==> src/design/ufrb_pkg.sv <==
// Shared types and constants of the UART FIFO register block.
package ufrb_pkg;

   localparam logic [1:0] REQ_TICK  = 2'd0;
   localparam logic [1:0] REQ_READ  = 2'd1;
   localparam logic [1:0] REQ_WRITE = 2'd2;
   localparam logic [1:0] REQ_LINE  = 2'd3;

   localparam logic [5:0] A_URXD = 6'd0;
   localparam logic [5:0] A_UTXD = 6'd16;
   localparam logic [5:0] A_UCR1 = 6'd32;
   localparam logic [5:0] A_UCR2 = 6'd33;
   localparam logic [5:0] A_UCR3 = 6'd34;
   localparam logic [5:0] A_UCR4 = 6'd35;
   localparam logic [5:0] A_UFCR = 6'd36;
   localparam logic [5:0] A_USR1 = 6'd37;
   localparam logic [5:0] A_USR2 = 6'd38;
   localparam logic [5:0] A_UBRC = 6'd43;
   localparam logic [5:0] A_UTS  = 6'd45;

   localparam int MAX_DRAIN = 32;

   // enable bit positions
   localparam int EN_UART = 0;
   localparam int EN_RX   = 1;
   localparam int EN_TX   = 2;
   localparam int EN_WS8  = 3;
   localparam int EN_TRDY = 4;
   localparam int EN_RRDY = 5;
   localparam int EN_TXMT = 6;
   localparam int EN_TC   = 7;
   localparam int EN_DR   = 8;

   // status flag positions
   localparam int F_RDR  = 0;
   localparam int F_RRDY = 1;
   localparam int F_TXFE = 2;
   localparam int F_TXDC = 3;
   localparam int F_TRDY = 4;

   typedef struct packed {
      logic [31:0] read_data;
      logic        tx_valid;
      logic [7:0]  tx_char;
      logic        irq_level;
      logic        last;
   } rsp_type;

endpackage

==> src/design/uart_fifo_register_block_unit.sv <==
// Top level of the UART FIFO register block: request decode and sequencing.
// A bus access or line byte passes the execute state and the output register to its result.
// A tick emits one character per cycle while the output is free, up to 32 results; one item in flight.
// A new request is taken only once the sequencer is back in idle.
// Pace set by the registered memory read before each decision.
// Reset: synchronous; FIFOs empty, enables clear, txfe/txdc set, registers zero.
module uart_fifo_register_block_unit #(
   parameter int FIFO_DEPTH = 32,
   parameter int REG_WORDS  = 64
) (
   input  logic        clock,
   input  logic        reset,
   input  logic        req_tvalid,
   output logic        req_tready,
   // req_type[1:0], bus_addr[7:2], write_data[39:8], line_byte[47:40]
   input  logic [47:0] req_tdata,
   output logic        rsp_tvalid,
   input  logic        rsp_tready,
   // read_data[31:0], tx_valid[32], tx_char[40:33], irq_level[41], pad
   output logic [47:0] rsp_tdata,
   output logic        rsp_tlast
);
   localparam int CW = $clog2(FIFO_DEPTH+1);

   localparam logic [1:0] S_IDLE  = 2'd0;
   localparam logic [1:0] S_EXEC  = 2'd1;
   localparam logic [1:0] S_DRAIN = 2'd2;

   logic [1:0]  state_ff, state_in;
   logic [1:0]  rtype_ff;
   logic [5:0]  addr_ff;
   logic [31:0] wdata_ff;
   logic [7:0]  lbyte_ff;
   logic [8:0]  en_ff, en_in;
   logic [4:0]  flags_ff, flags_in;
   logic [4:0]  rxm_ff, rxm_in, txm_ff, txm_in;
   logic [5:0]  ndrain_ff, ndrain_in;
   logic        uts5_ff, uts5_in;
   ufrb_pkg::rsp_type out_ff, out_in;
   logic        out_v_ff, out_v_in;

   logic [CW-1:0] rx_cnt, tx_cnt;
   logic [7:0]    rx_head, tx_head;
   logic          rx_push, rx_pop, tx_push, tx_pop, flush;
   logic          rg_we;
   logic [5:0]    rg_wa;
   logic [31:0]   rg_wd, rg_rd;

   logic take;
   assign take       = req_tvalid && req_tready;
   assign req_tready = (state_ff == S_IDLE);

   function automatic logic [7:0] mask8();
      mask8 = en_ff[ufrb_pkg::EN_WS8] ? 8'hFF : 8'h7F;
   endfunction

   // capture the request
   always_ff @(posedge clock) begin
      if (take) begin
         rtype_ff <= req_tdata[1:0];
         addr_ff  <= req_tdata[7:2];
         wdata_ff <= req_tdata[39:8];
         lbyte_ff <= req_tdata[47:40];
      end
   end

   ufrb_fifo #(.DEPTH(FIFO_DEPTH)) u_rx (
      .clock, .reset, .push(rx_push), .push_data(lbyte_ff & mask8()),
      .pop(rx_pop), .flush, .count(rx_cnt), .head_data(rx_head));
   ufrb_fifo #(.DEPTH(FIFO_DEPTH)) u_tx (
      .clock, .reset, .push(tx_push), .push_data(wdata_ff[7:0] & mask8()),
      .pop(tx_pop), .flush, .count(tx_cnt), .head_data(tx_head));
   // read address from the request word when taken, then the captured address while it executes
   ufrb_regs #(.WORDS(REG_WORDS)) u_regs (
      .clock, .reset, .wr_en(rg_we), .wr_addr(rg_wa), .wr_data(rg_wd),
      .rd_addr(take ? req_tdata[7:2] : addr_ff), .rd_data(rg_rd));

   // flags from given counts
   function automatic logic [4:0] calc_flags(input logic [CW-1:0] rc,
                                             input logic [CW-1:0] tc);
      logic [4:0] f;
      f = '0;
      f[ufrb_pkg::F_RDR]  = (rc != '0);
      f[ufrb_pkg::F_RRDY] = (32'(rc) > 32'(rxm_ff));
      f[ufrb_pkg::F_TXFE] = (tc == '0);
      f[ufrb_pkg::F_TXDC] = (tc == '0);
      f[ufrb_pkg::F_TRDY] = (32'(tc) < 32'(txm_ff));
      calc_flags = f;
   endfunction

   function automatic logic irq_of(input logic [8:0] e, input logic [4:0] f);
      irq_of = (e[ufrb_pkg::EN_RRDY] && f[ufrb_pkg::F_RRDY])
            || (e[ufrb_pkg::EN_TXMT] && f[ufrb_pkg::F_TXFE])
            || (e[ufrb_pkg::EN_TRDY] && f[ufrb_pkg::F_TRDY])
            || (e[ufrb_pkg::EN_TC]   && f[ufrb_pkg::F_TXDC])
            || (e[ufrb_pkg::EN_DR]   && f[ufrb_pkg::F_RDR]);
   endfunction

   logic out_free;
   assign out_free = !out_v_ff || rsp_tready;

   // sequencer
   always_comb begin
      logic [CW-1:0] nrx, ntx;
      logic [31:0]   rd;
      logic          recompute;
      state_in  = state_ff;
      en_in     = en_ff;
      flags_in  = flags_ff;
      rxm_in    = rxm_ff;
      txm_in    = txm_ff;
      ndrain_in = ndrain_ff;
      uts5_in   = uts5_ff;
      out_in    = out_ff;
      out_v_in  = out_v_ff && !rsp_tready;
      rx_push = 1'b0; rx_pop = 1'b0; tx_push = 1'b0; tx_pop = 1'b0;
      flush = 1'b0;
      rg_we = 1'b0; rg_wa = addr_ff; rg_wd = wdata_ff;
      nrx = rx_cnt; ntx = tx_cnt; rd = '0; recompute = 1'b0;
      case (state_ff)
         S_IDLE: begin
            if (take) state_in = S_EXEC;
         end
         S_EXEC: begin
            if (out_free) begin
               state_in = S_IDLE;
               case (rtype_ff)
                  ufrb_pkg::REQ_TICK: begin
                     if (en_ff[ufrb_pkg::EN_UART]) begin
                        if (en_ff[ufrb_pkg::EN_TX] && tx_cnt != '0) begin
                           state_in  = S_DRAIN;
                           ndrain_in = '0;
                        end else recompute = 1'b1;
                     end
                  end
                  ufrb_pkg::REQ_READ: begin
                     case (addr_ff)
                        ufrb_pkg::A_URXD: begin
                           if (en_ff[ufrb_pkg::EN_UART] && en_ff[ufrb_pkg::EN_RX]
                               && rx_cnt != '0) begin
                              rd = {16'd0, 8'h80, rx_head};
                              rx_pop = 1'b1; nrx = rx_cnt - 1'b1;
                              recompute = 1'b1;
                           end
                        end
                        ufrb_pkg::A_USR1:
                           rd = {18'd0, flags_ff[ufrb_pkg::F_TRDY], 3'd0,
                                 flags_ff[ufrb_pkg::F_RRDY], 9'd0};
                        ufrb_pkg::A_USR2:
                           rd = {17'd0, flags_ff[ufrb_pkg::F_TXFE], 10'd0,
                                 flags_ff[ufrb_pkg::F_TXDC], 2'd0,
                                 flags_ff[ufrb_pkg::F_RDR]};
                        default: begin
                           rd = rg_rd;
                           // UTS bit 5 is kept beside the store
                           if (addr_ff == ufrb_pkg::A_UTS) rd[5] = uts5_ff;
                        end
                     endcase
                  end
                  ufrb_pkg::REQ_WRITE: begin
                     case (addr_ff)
                        ufrb_pkg::A_UTXD: begin
                           if (en_ff[ufrb_pkg::EN_UART] && en_ff[ufrb_pkg::EN_TX]
                               && 32'(tx_cnt) < 32'(FIFO_DEPTH)) begin
                              tx_push = 1'b1; ntx = tx_cnt + 1'b1;
                              recompute = 1'b1;
                           end
                        end
                        ufrb_pkg::A_UCR1: begin
                           en_in[ufrb_pkg::EN_TRDY] = wdata_ff[13];
                           en_in[ufrb_pkg::EN_RRDY] = wdata_ff[9];
                           en_in[ufrb_pkg::EN_TXMT] = wdata_ff[6];
                           en_in[ufrb_pkg::EN_UART] = wdata_ff[0];
                           rg_we = 1'b1; rg_wd = wdata_ff & 32'hFFEF;
                        end
                        ufrb_pkg::A_UCR2: begin
                           if (wdata_ff[0]) begin
                              flush = 1'b1; nrx = '0; ntx = '0;
                              recompute = 1'b1;
                           end
                           en_in[ufrb_pkg::EN_WS8] = wdata_ff[5];
                           en_in[ufrb_pkg::EN_TX]  = wdata_ff[2];
                           en_in[ufrb_pkg::EN_RX]  = wdata_ff[1];
                           rg_we = 1'b1; rg_wd = (wdata_ff & 32'hFFFE) | 32'd1;
                        end
                        ufrb_pkg::A_UCR3: begin
                           rg_we = 1'b1; rg_wd = wdata_ff & 32'hFFFF;
                        end
                        ufrb_pkg::A_UCR4: begin
                           en_in[ufrb_pkg::EN_TC] = wdata_ff[3];
                           en_in[ufrb_pkg::EN_DR] = wdata_ff[0];
                           rg_we = 1'b1; rg_wd = wdata_ff & 32'hFFFF;
                        end
                        ufrb_pkg::A_UFCR: begin
                           txm_in = wdata_ff[14:10];
                           rxm_in = wdata_ff[4:0];
                           rg_we = 1'b1; rg_wd = wdata_ff & 32'hFFFF;
                        end
                        ufrb_pkg::A_USR1, ufrb_pkg::A_USR2, ufrb_pkg::A_UBRC: ;
                        default: begin
                           rg_we = 1'b1;
                           if (addr_ff == ufrb_pkg::A_UTS) uts5_in = wdata_ff[5];
                        end
                     endcase
                  end
                  default: begin
                     if (en_ff[ufrb_pkg::EN_UART] && en_ff[ufrb_pkg::EN_RX]
                         && 32'(rx_cnt) < 32'(FIFO_DEPTH))
                        rx_push = 1'b1;
                  end
               endcase
               if (recompute) begin
                  flags_in = calc_flags(nrx, ntx);
                  uts5_in  = (nrx == '0);
               end
               if (state_in == S_IDLE) begin
                  out_v_in = 1'b1;
                  out_in.read_data = rd;
                  out_in.tx_valid  = 1'b0;
                  out_in.tx_char   = '0;
                  out_in.irq_level = irq_of(en_in, flags_in);
                  out_in.last      = 1'b1;
               end
            end
         end
         S_DRAIN: begin
            // one character per cycle while the output slot is free
            if (out_free) begin
               tx_pop = 1'b1; ntx = tx_cnt - 1'b1;
               flags_in = calc_flags(rx_cnt, ntx);
               uts5_in  = (rx_cnt == '0);
               ndrain_in = ndrain_ff + 1'b1;
               out_v_in = 1'b1;
               out_in.read_data = '0;
               out_in.tx_valid  = 1'b1;
               out_in.tx_char   = tx_head & mask8();
               out_in.irq_level = irq_of(en_ff, flags_in);
               out_in.last      = (ntx == '0) || (ndrain_ff == 6'(ufrb_pkg::MAX_DRAIN-1));
               if (out_in.last) state_in = S_IDLE;
            end
         end
         default: state_in = S_IDLE;
      endcase
   end

   always_ff @(posedge clock) begin
      out_ff <= out_in;
   end

   always_ff @(posedge clock) begin
      if (reset) begin
         state_ff  <= S_IDLE;
         en_ff     <= '0;
         flags_ff  <= 5'b01100;
         rxm_ff    <= '0;
         txm_ff    <= '0;
         ndrain_ff <= '0;
         uts5_ff   <= 1'b0;
         out_v_ff  <= 1'b0;
      end else begin
         state_ff  <= state_in;
         en_ff     <= en_in;
         flags_ff  <= flags_in;
         rxm_ff    <= rxm_in;
         txm_ff    <= txm_in;
         ndrain_ff <= ndrain_in;
         uts5_ff   <= uts5_in;
         out_v_ff  <= out_v_in;
      end
   end

   assign rsp_tvalid = out_v_ff;
   assign rsp_tlast  = out_ff.last;
   assign rsp_tdata  = {6'd0, out_ff.irq_level, out_ff.tx_char,
                        out_ff.tx_valid, out_ff.read_data};

   a_take_idle: assert property (@(posedge clock) disable iff (reset)
      !(take && state_ff != S_IDLE))
      else $error("request taken while busy");
   a_char_valid: assert property (@(posedge clock) disable iff (reset)
      !(rsp_tvalid && !out_ff.tx_valid && out_ff.tx_char != '0))
      else $error("character without tx_valid");
   a_drain_fill: assert property (@(posedge clock) disable iff (reset)
      !(state_ff == S_DRAIN && tx_cnt == '0))
      else $error("drain with empty transmit fifo");
endmodule

==> src/design/ufrb_fifo.sv <==
// Byte FIFO held in a synchronous memory with a registered read.
module ufrb_fifo #(
   parameter int DEPTH = 32
) (
   input  logic                       clock,
   input  logic                       reset,
   input  logic                       push,
   input  logic [7:0]                 push_data,
   input  logic                       pop,
   input  logic                       flush,
   output logic [$clog2(DEPTH+1)-1:0] count,
   output logic [7:0]                 head_data
);
   localparam int AW = (DEPTH > 1) ? $clog2(DEPTH) : 1;
   localparam int CW = $clog2(DEPTH+1);

   logic [7:0]    mem [DEPTH];
   logic [AW-1:0] rd_ptr_ff, rd_ptr_in, wr_ptr_ff, wr_ptr_in;
   logic [CW-1:0] count_ff, count_in;

   function automatic logic [AW-1:0] bump(input logic [AW-1:0] p);
      bump = (p == AW'(DEPTH - 1)) ? '0 : p + 1'b1;
   endfunction

   // pointer and count update
   always_comb begin
      rd_ptr_in = rd_ptr_ff;
      wr_ptr_in = wr_ptr_ff;
      count_in  = count_ff;
      if (flush) begin
         rd_ptr_in = '0;
         wr_ptr_in = '0;
         count_in  = '0;
      end else begin
         if (push) wr_ptr_in = bump(wr_ptr_ff);
         if (pop)  rd_ptr_in = bump(rd_ptr_ff);
         count_in = count_ff + CW'(push) - CW'(pop);
      end
   end

   always_ff @(posedge clock) begin
      if (reset) begin
         rd_ptr_ff <= '0;
         wr_ptr_ff <= '0;
         count_ff  <= '0;
      end else begin
         rd_ptr_ff <= rd_ptr_in;
         wr_ptr_ff <= wr_ptr_in;
         count_ff  <= count_in;
      end
   end

   // memory: write at tail, registered read of the next head
   always_ff @(posedge clock) begin
      if (push && !flush) mem[wr_ptr_ff] <= push_data;
   end

   logic [7:0] rd_data_ff;
   logic       fwd_ff;
   logic [7:0] fwd_data_ff;
   always_ff @(posedge clock) begin
      rd_data_ff  <= mem[rd_ptr_in];
      // forward a push that lands on the head address this cycle
      fwd_ff      <= push && !flush && (wr_ptr_ff == rd_ptr_in);
      fwd_data_ff <= push_data;
   end

   assign head_data = fwd_ff ? fwd_data_ff : rd_data_ff;
   assign count     = count_ff;

   a_count_range: assert property (@(posedge clock) disable iff (reset)
      count_ff <= CW'(DEPTH))
      else $error("fifo count above depth");
   a_pop_empty: assert property (@(posedge clock) disable iff (reset)
      !(pop && !flush && count_ff == '0))
      else $error("pop of empty fifo");
   a_push_full: assert property (@(posedge clock) disable iff (reset)
      !(push && !pop && !flush && count_ff == CW'(DEPTH)))
      else $error("push into full fifo");
endmodule

==> src/design/ufrb_regs.sv <==
// Register store in a synchronous memory, entries valid once written.
module ufrb_regs #(
   parameter int WORDS = 64
) (
   input  logic        clock,
   input  logic        reset,
   input  logic        wr_en,
   input  logic [5:0]  wr_addr,
   input  logic [31:0] wr_data,
   input  logic [5:0]  rd_addr,
   output logic [31:0] rd_data
);
   localparam int SPAN = (WORDS < 64) ? WORDS : 64;

   logic [31:0]     mem [SPAN];
   logic [SPAN-1:0] valid_ff;
   logic [31:0]     rd_data_ff;
   logic            rd_ok_ff;
   logic            in_wr, in_rd;

   assign in_wr = (32'(wr_addr) < 32'(SPAN));
   assign in_rd = (32'(rd_addr) < 32'(SPAN));

   always_ff @(posedge clock) begin
      if (wr_en && in_wr) mem[wr_addr[$clog2(SPAN)-1:0]] <= wr_data;
      rd_data_ff <= mem[rd_addr[$clog2(SPAN)-1:0]];
   end

   always_ff @(posedge clock) begin
      if (reset) begin
         valid_ff <= '0;
         rd_ok_ff <= 1'b0;
      end else begin
         if (wr_en && in_wr) valid_ff[wr_addr[$clog2(SPAN)-1:0]] <= 1'b1;
         rd_ok_ff <= in_rd && valid_ff[rd_addr[$clog2(SPAN)-1:0]];
      end
   end

   assign rd_data = rd_ok_ff ? rd_data_ff : 32'd0;
endmodule
==> config.mk <==
export PLATFORM = sky130hd
export DESIGN_NAME = uart_fifo_register_block_unit
export DESIGN_NICKNAME = d
export VERILOG_FILES = /design/src/design/ufrb_pkg.sv /design/src/design/uart_fifo_register_block_unit.sv /design/src/design/ufrb_fifo.sv /design/src/design/ufrb_regs.sv
export SDC_FILE = /design/constraint.sdc
export NUM_CORES = 2
export LEC_CHECK = 0
export BUFFER_PORTS_ARGS = -buffer_cell sky130_fd_sc_hd__buf_2
export CAP_MARGIN = 20
export CORE_MARGIN = 2
export CORE_UTILIZATION = 40
export CTS_CLUSTER_SIZE = 16
export DETAILED_ROUTE_END_ITERATION = 7
export SLEW_MARGIN = 20
export SYNTH_ARGS = -nofsm -noshare
export SYNTH_HDL_FRONTEND = slang
export SYNTH_SLANG_ARGS = --single-unit
==> constraint.sdc <==
create_clock -name clock -period 5.19 [get_ports clock]
set_input_delay 1.038 -clock clock [delete_from_list [all_inputs] [get_ports clock]]
set_output_delay 1.038 -clock clock [all_outputs]
set_load 0.02 [all_outputs]
==> impl_metrics.env <==
export IMPL_core_area_um2=285000
export IMPL_critPathCapture="u_regs.rd_data_ff[2]$_DFF_P_"
export IMPL_placed_cells_incl_taps=12600
export IMPL_tightest_slew_margin_relative_to_the_limit=0.195
export IMPL_number_of_synthesized_register_bits=2848
export IMPL_worst_ep_required_time_ns=5.83
export IMPL_grt_max_degree=154
export IMPL_hold_viol=0
export IMPL_ctsResizeCount=0
export IMPL_count_of_synthesis_stage_warnings_from_yosys=0
export IMPL_ys_seq_area_frac=0.728
export IMPL_grt_first_pass_wirelength_um=494000
export IMPL_max_freq_ghz=0.205
export IMPL_grt_antenna_before_repair=22
export IMPL_final_layout_size_suffix_gt1_frac=0.110
export IMPL_layout_nets=9257
export IMPL_ios=103
export IMPL_placement_io_buffers=96
export IMPL_worst_r2r_cell_count=13
export IMPL_powerDensity_nw_per_um2=397
export IMPL_gr_usage_all_layers=0.226
export IMPL_wirelength_um=340000
export IMPL_critical_path_peak_fanout=43
export IMPL_cts_post_setup_buffers_inserted=0
export IMPL_clock_latency_ns=0.87
export IMPL_synth_edf_count=2645
export IMPL_layout_skew_ns=0.108
export IMPL_floorplan_die_width_um=540
export IMPL_netlist_cell_type_count=82
export IMPL_grt_remaining_overflow=0
export IMPL_maxSlewViolCount=0
export IMPL_worst_r2r_startpoint="state_ff[0]$_SDFFE_PP0P_"
export IMPL_design_die_area_um2=291000
export IMPL_cts_made_buffers=303
export IMPL_post_route_drc_count=0
export IMPL_ir_worst_vdd_uv=299
export IMPL_final_setup_viol_count=0
export IMPL_detailed_place_hpwl_um=194000
export IMPL_tritoncts="yes"
export IMPL_critPathKind="reg -> reg"
export IMPL_timing_hold_worst_class="in -> reg"
export IMPL_cp_end_kind="flip-flop"
export IMPL_async_reset_ff_frac=0
export IMPL_critical_path_arrival_ns=5.53
export IMPL_drt_first_iter_violations=10400
export IMPL_critPathLaunch="state_ff[0]$_SDFFE_PP0P_"
export IMPL_filler_cell_count=25000
export IMPL_rrSetupSlack_ns=0.30
export IMPL_yosys_most_used_dff="edfxtp_1"
export IMPL_die_h_um=540
export IMPL_maxcap_violations=0
export IMPL_status="completed"
export IMPL_cts_hold_fix_buffers=0
export IMPL_worstMarginPinSlew_ns=1.19
export IMPL_sequential_cell_area_um2=83500
export IMPL_postSynthAreaPerCell_um2=12.9
export IMPL_detail_route_vias_per_cell=5.82
export IMPL_post_synth_instance_area_um2=115000
export IMPL_area_growth_pct=14.9
export IMPL_grt_setup_unrepaired="false"
export IMPL_drt_first_pass_iters=8
export IMPL_synthesis_instances=8866
export IMPL_number_of_nets_still_failing_antenna_checks_after_routing=0
export IMPL_final_period_utilization=0.941
export IMPL_area_occupied_by_multi_input_gates_um2=29700
export IMPL_finalCriticalPeriod_ns=4.89
export IMPL_critical_path_reg2reg_endpoint="u_regs.rd_data_ff[2]$_DFF_P_"
export IMPL_hold_slack_ns=0.339
export IMPL_gpl_final_weighted_congestion=0.877
export IMPL_start_util=0.402
export IMPL_max_clock_path_buffers=4
export IMPL_fin_cells=13100
export IMPL_clk_pin_slew_worst_paths_ns=0.06
export IMPL_routed_wire_length_per_instance_um=25.8
export IMPL_total_leakage_power_nw=44.9
export IMPL_htree_levels=5
export IMPL_grt_pass1_vias=72200
export IMPL_route_vias_total=76400
export IMPL_cts_sinks=2848
export IMPL_ctsRootBufferMaster="clkbuf_16"
export IMPL_num_rows=196
export IMPL_critical_path_startpoint_type="flip-flop"
[worst min-delay path by stage]
stage,endpoint,depth (start not counted),from
after floorplan,u_regs.valid_ff[35]$_SDFFE_PP0P_,2,u_regs.valid_ff[35]$_SDFFE_PP0P_
after global placement,u_regs.valid_ff[35]$_SDFFE_PP0P_,2,u_regs.valid_ff[35]$_SDFFE_PP0P_
after detailed placement,u_regs.valid_ff[35]$_SDFFE_PP0P_,2,u_regs.valid_ff[35]$_SDFFE_PP0P_
after CTS,wdata_ff[11]$_DFFE_PP_,1,req_tdata[19]
after global routing,wdata_ff[12]$_DFFE_PP_,1,req_tdata[20]
final,wdata_ff[29]$_DFFE_PP_,1,req_tdata[37]
[flip-flops by register name (all words and copies together) (netlist names), 8 cells and up]
signal,count
u_regs.mem,2048
u_rx.mem,256
u_tx.mem,256
u_regs.valid_ff,64
rsp_tdata,42
u_regs.rd_data_ff,32
wdata_ff,32
en_ff,9
lbyte_ff,8
u_rx.fwd_data_ff,8
u_rx.rd_data_ff,8
u_tx.fwd_data_ff,8
u_tx.rd_data_ff,8
[power breakdown]
group,switching [mW],total (mW),internal (mW)
Sequential,0.267,25.7,25.4
Combinational,4.16,5.73,1.57
Clock,8.90,20.9,12.0
Total,13.3,52.3,39.0
[per-layer routing]
metal	up-vias	routed length [µm]	GRT usage
li1	33500	-	-
met1	38700	142000	0.326
met2	3736	154000	0.348
met3	538	33500	0.0430
met4	0	9880	0.0654
met5	-	0	0
[worst max-delay path: stages (launching register included)]
cell and delay (ns):
dfxtp_1 0.33, inv_1 0.09, ha_1 0.48, nand2_2 0.38, mux2i_4 0.38, buf_12 0.32, buf_12 0.25, buf_4 0.39
buf_4 0.34, a311oi_1 0.14, a311oi_1 0.42, a311oi_2 0.20, nor3_1 0.77, a31oi_1 0.10
[cells in the mapped netlist, types with 11 or more instances]
master | number | area share
edfxtp_1 | 2645 | 0.69
o311ai_0 | 45 | 0.0034
nor2b_1 | 11 | 0.00060
a211oi_1 | 150 | 0.0098
or4_1 | 15 | 0.00098
nor3_1 | 91 | 0.0040
clkbuf_1 | 503 | 0.016
nor4_1 | 27 | 0.0015
nand3_1 | 943 | 0.041
and2_1 | 88 | 0.0048
a31oi_1 | 74 | 0.0040
nand3b_1 | 12 | 0.00079
o21ai_0 | 74 | 0.0032
nor2_1 | 320 | 0.010
a211o_1 | 40 | 0.0031
and3_1 | 249 | 0.014
inv_1 | 58 | 0.0019
ha_1 | 72 | 0.0079
dfxtp_1 | 203 | 0.035
a21o_1 | 23 | 0.0015
o22ai_1 | 51 | 0.0028
a311oi_1 | 376 | 0.029
mux2i_1 | 130 | 0.011
nand2_1 | 2186 | 0.072
mux2_2 | 37 | 0.0036
o211ai_1 | 26 | 0.0017
buf_2 | 64 | 0.0028
xnor2_1 | 20 | 0.0015
a21oi_1 | 111 | 0.0048
o221ai_1 | 12 | 0.00092
buf_1 | 40 | 0.0013
or3_1 | 24 | 0.0013
[layout by cell type (no fill, tap or decap), types with 72 or more instances in the layout]
cell type  count
a311oi_1     372
edfxtp_1    2645
conb_1       134
nor2_1       262
mux2i_1      126
buf_2         96
nor3_1        88
a211oi_1     150
nand3_1      942
and3_1       249
o21ai_0       74
a31oi_1       74
buf_12        82
clkbuf_1      89
a21oi_1      108
nand2_1     2185
dfxtp_1      202
buf_4        262
ha_1          72
clkbuf_16    309
[layout make-up]
cell class / count / share of cell area
inverters: 63 / 0.00196
well taps: 3762 / 0.0357
diodes: 4 / 0.0000759
clock buffers: 421 / 0.0636
clock inverters: 129 / 0.00861
multi-input cells: 5473 / 0.226
repair buffers: 442 / 0.0312
flip-flops and latches: 2848 / 0.633
[cells by family after synthesis]
family / Yosys count / synth area share
flip-flops: 2848 / 0.728
AND/OR/NAND/NOR: 4021 / 0.154
AO/OA/AOI/OAI: 1052 / 0.0695
buffers and inverters: 678 / 0.0232
XOR/XNOR: 24 / 0.00183
multiplexers: 168 / 0.0152
adder cells (fa/ha/maj): 74 / 0.00820
other: 1 / 0.0000327
[stage by stage]
stage / setup WS, ns / utilization / TNS [ns] / cell area [µm²] / power, mW
after floorplan: 0.397 / - / 0 / 115000 / 29.1
after global placement: -1.11 / 0.428 / -4.89 / 122000 / 31.6
after detailed placement: -0.256 / 0.429 / -0.642 / 122000 / 31.7
after CTS: 0.0110 / 0.462 / 0 / 132000 / 52.5
after global routing: 0.224 / 0.462 / 0 / 132000 / 53.9
final: 0.304 / 0.462 / 0 / 132000 / 52.3
Power figures use the tool's default switching activity.
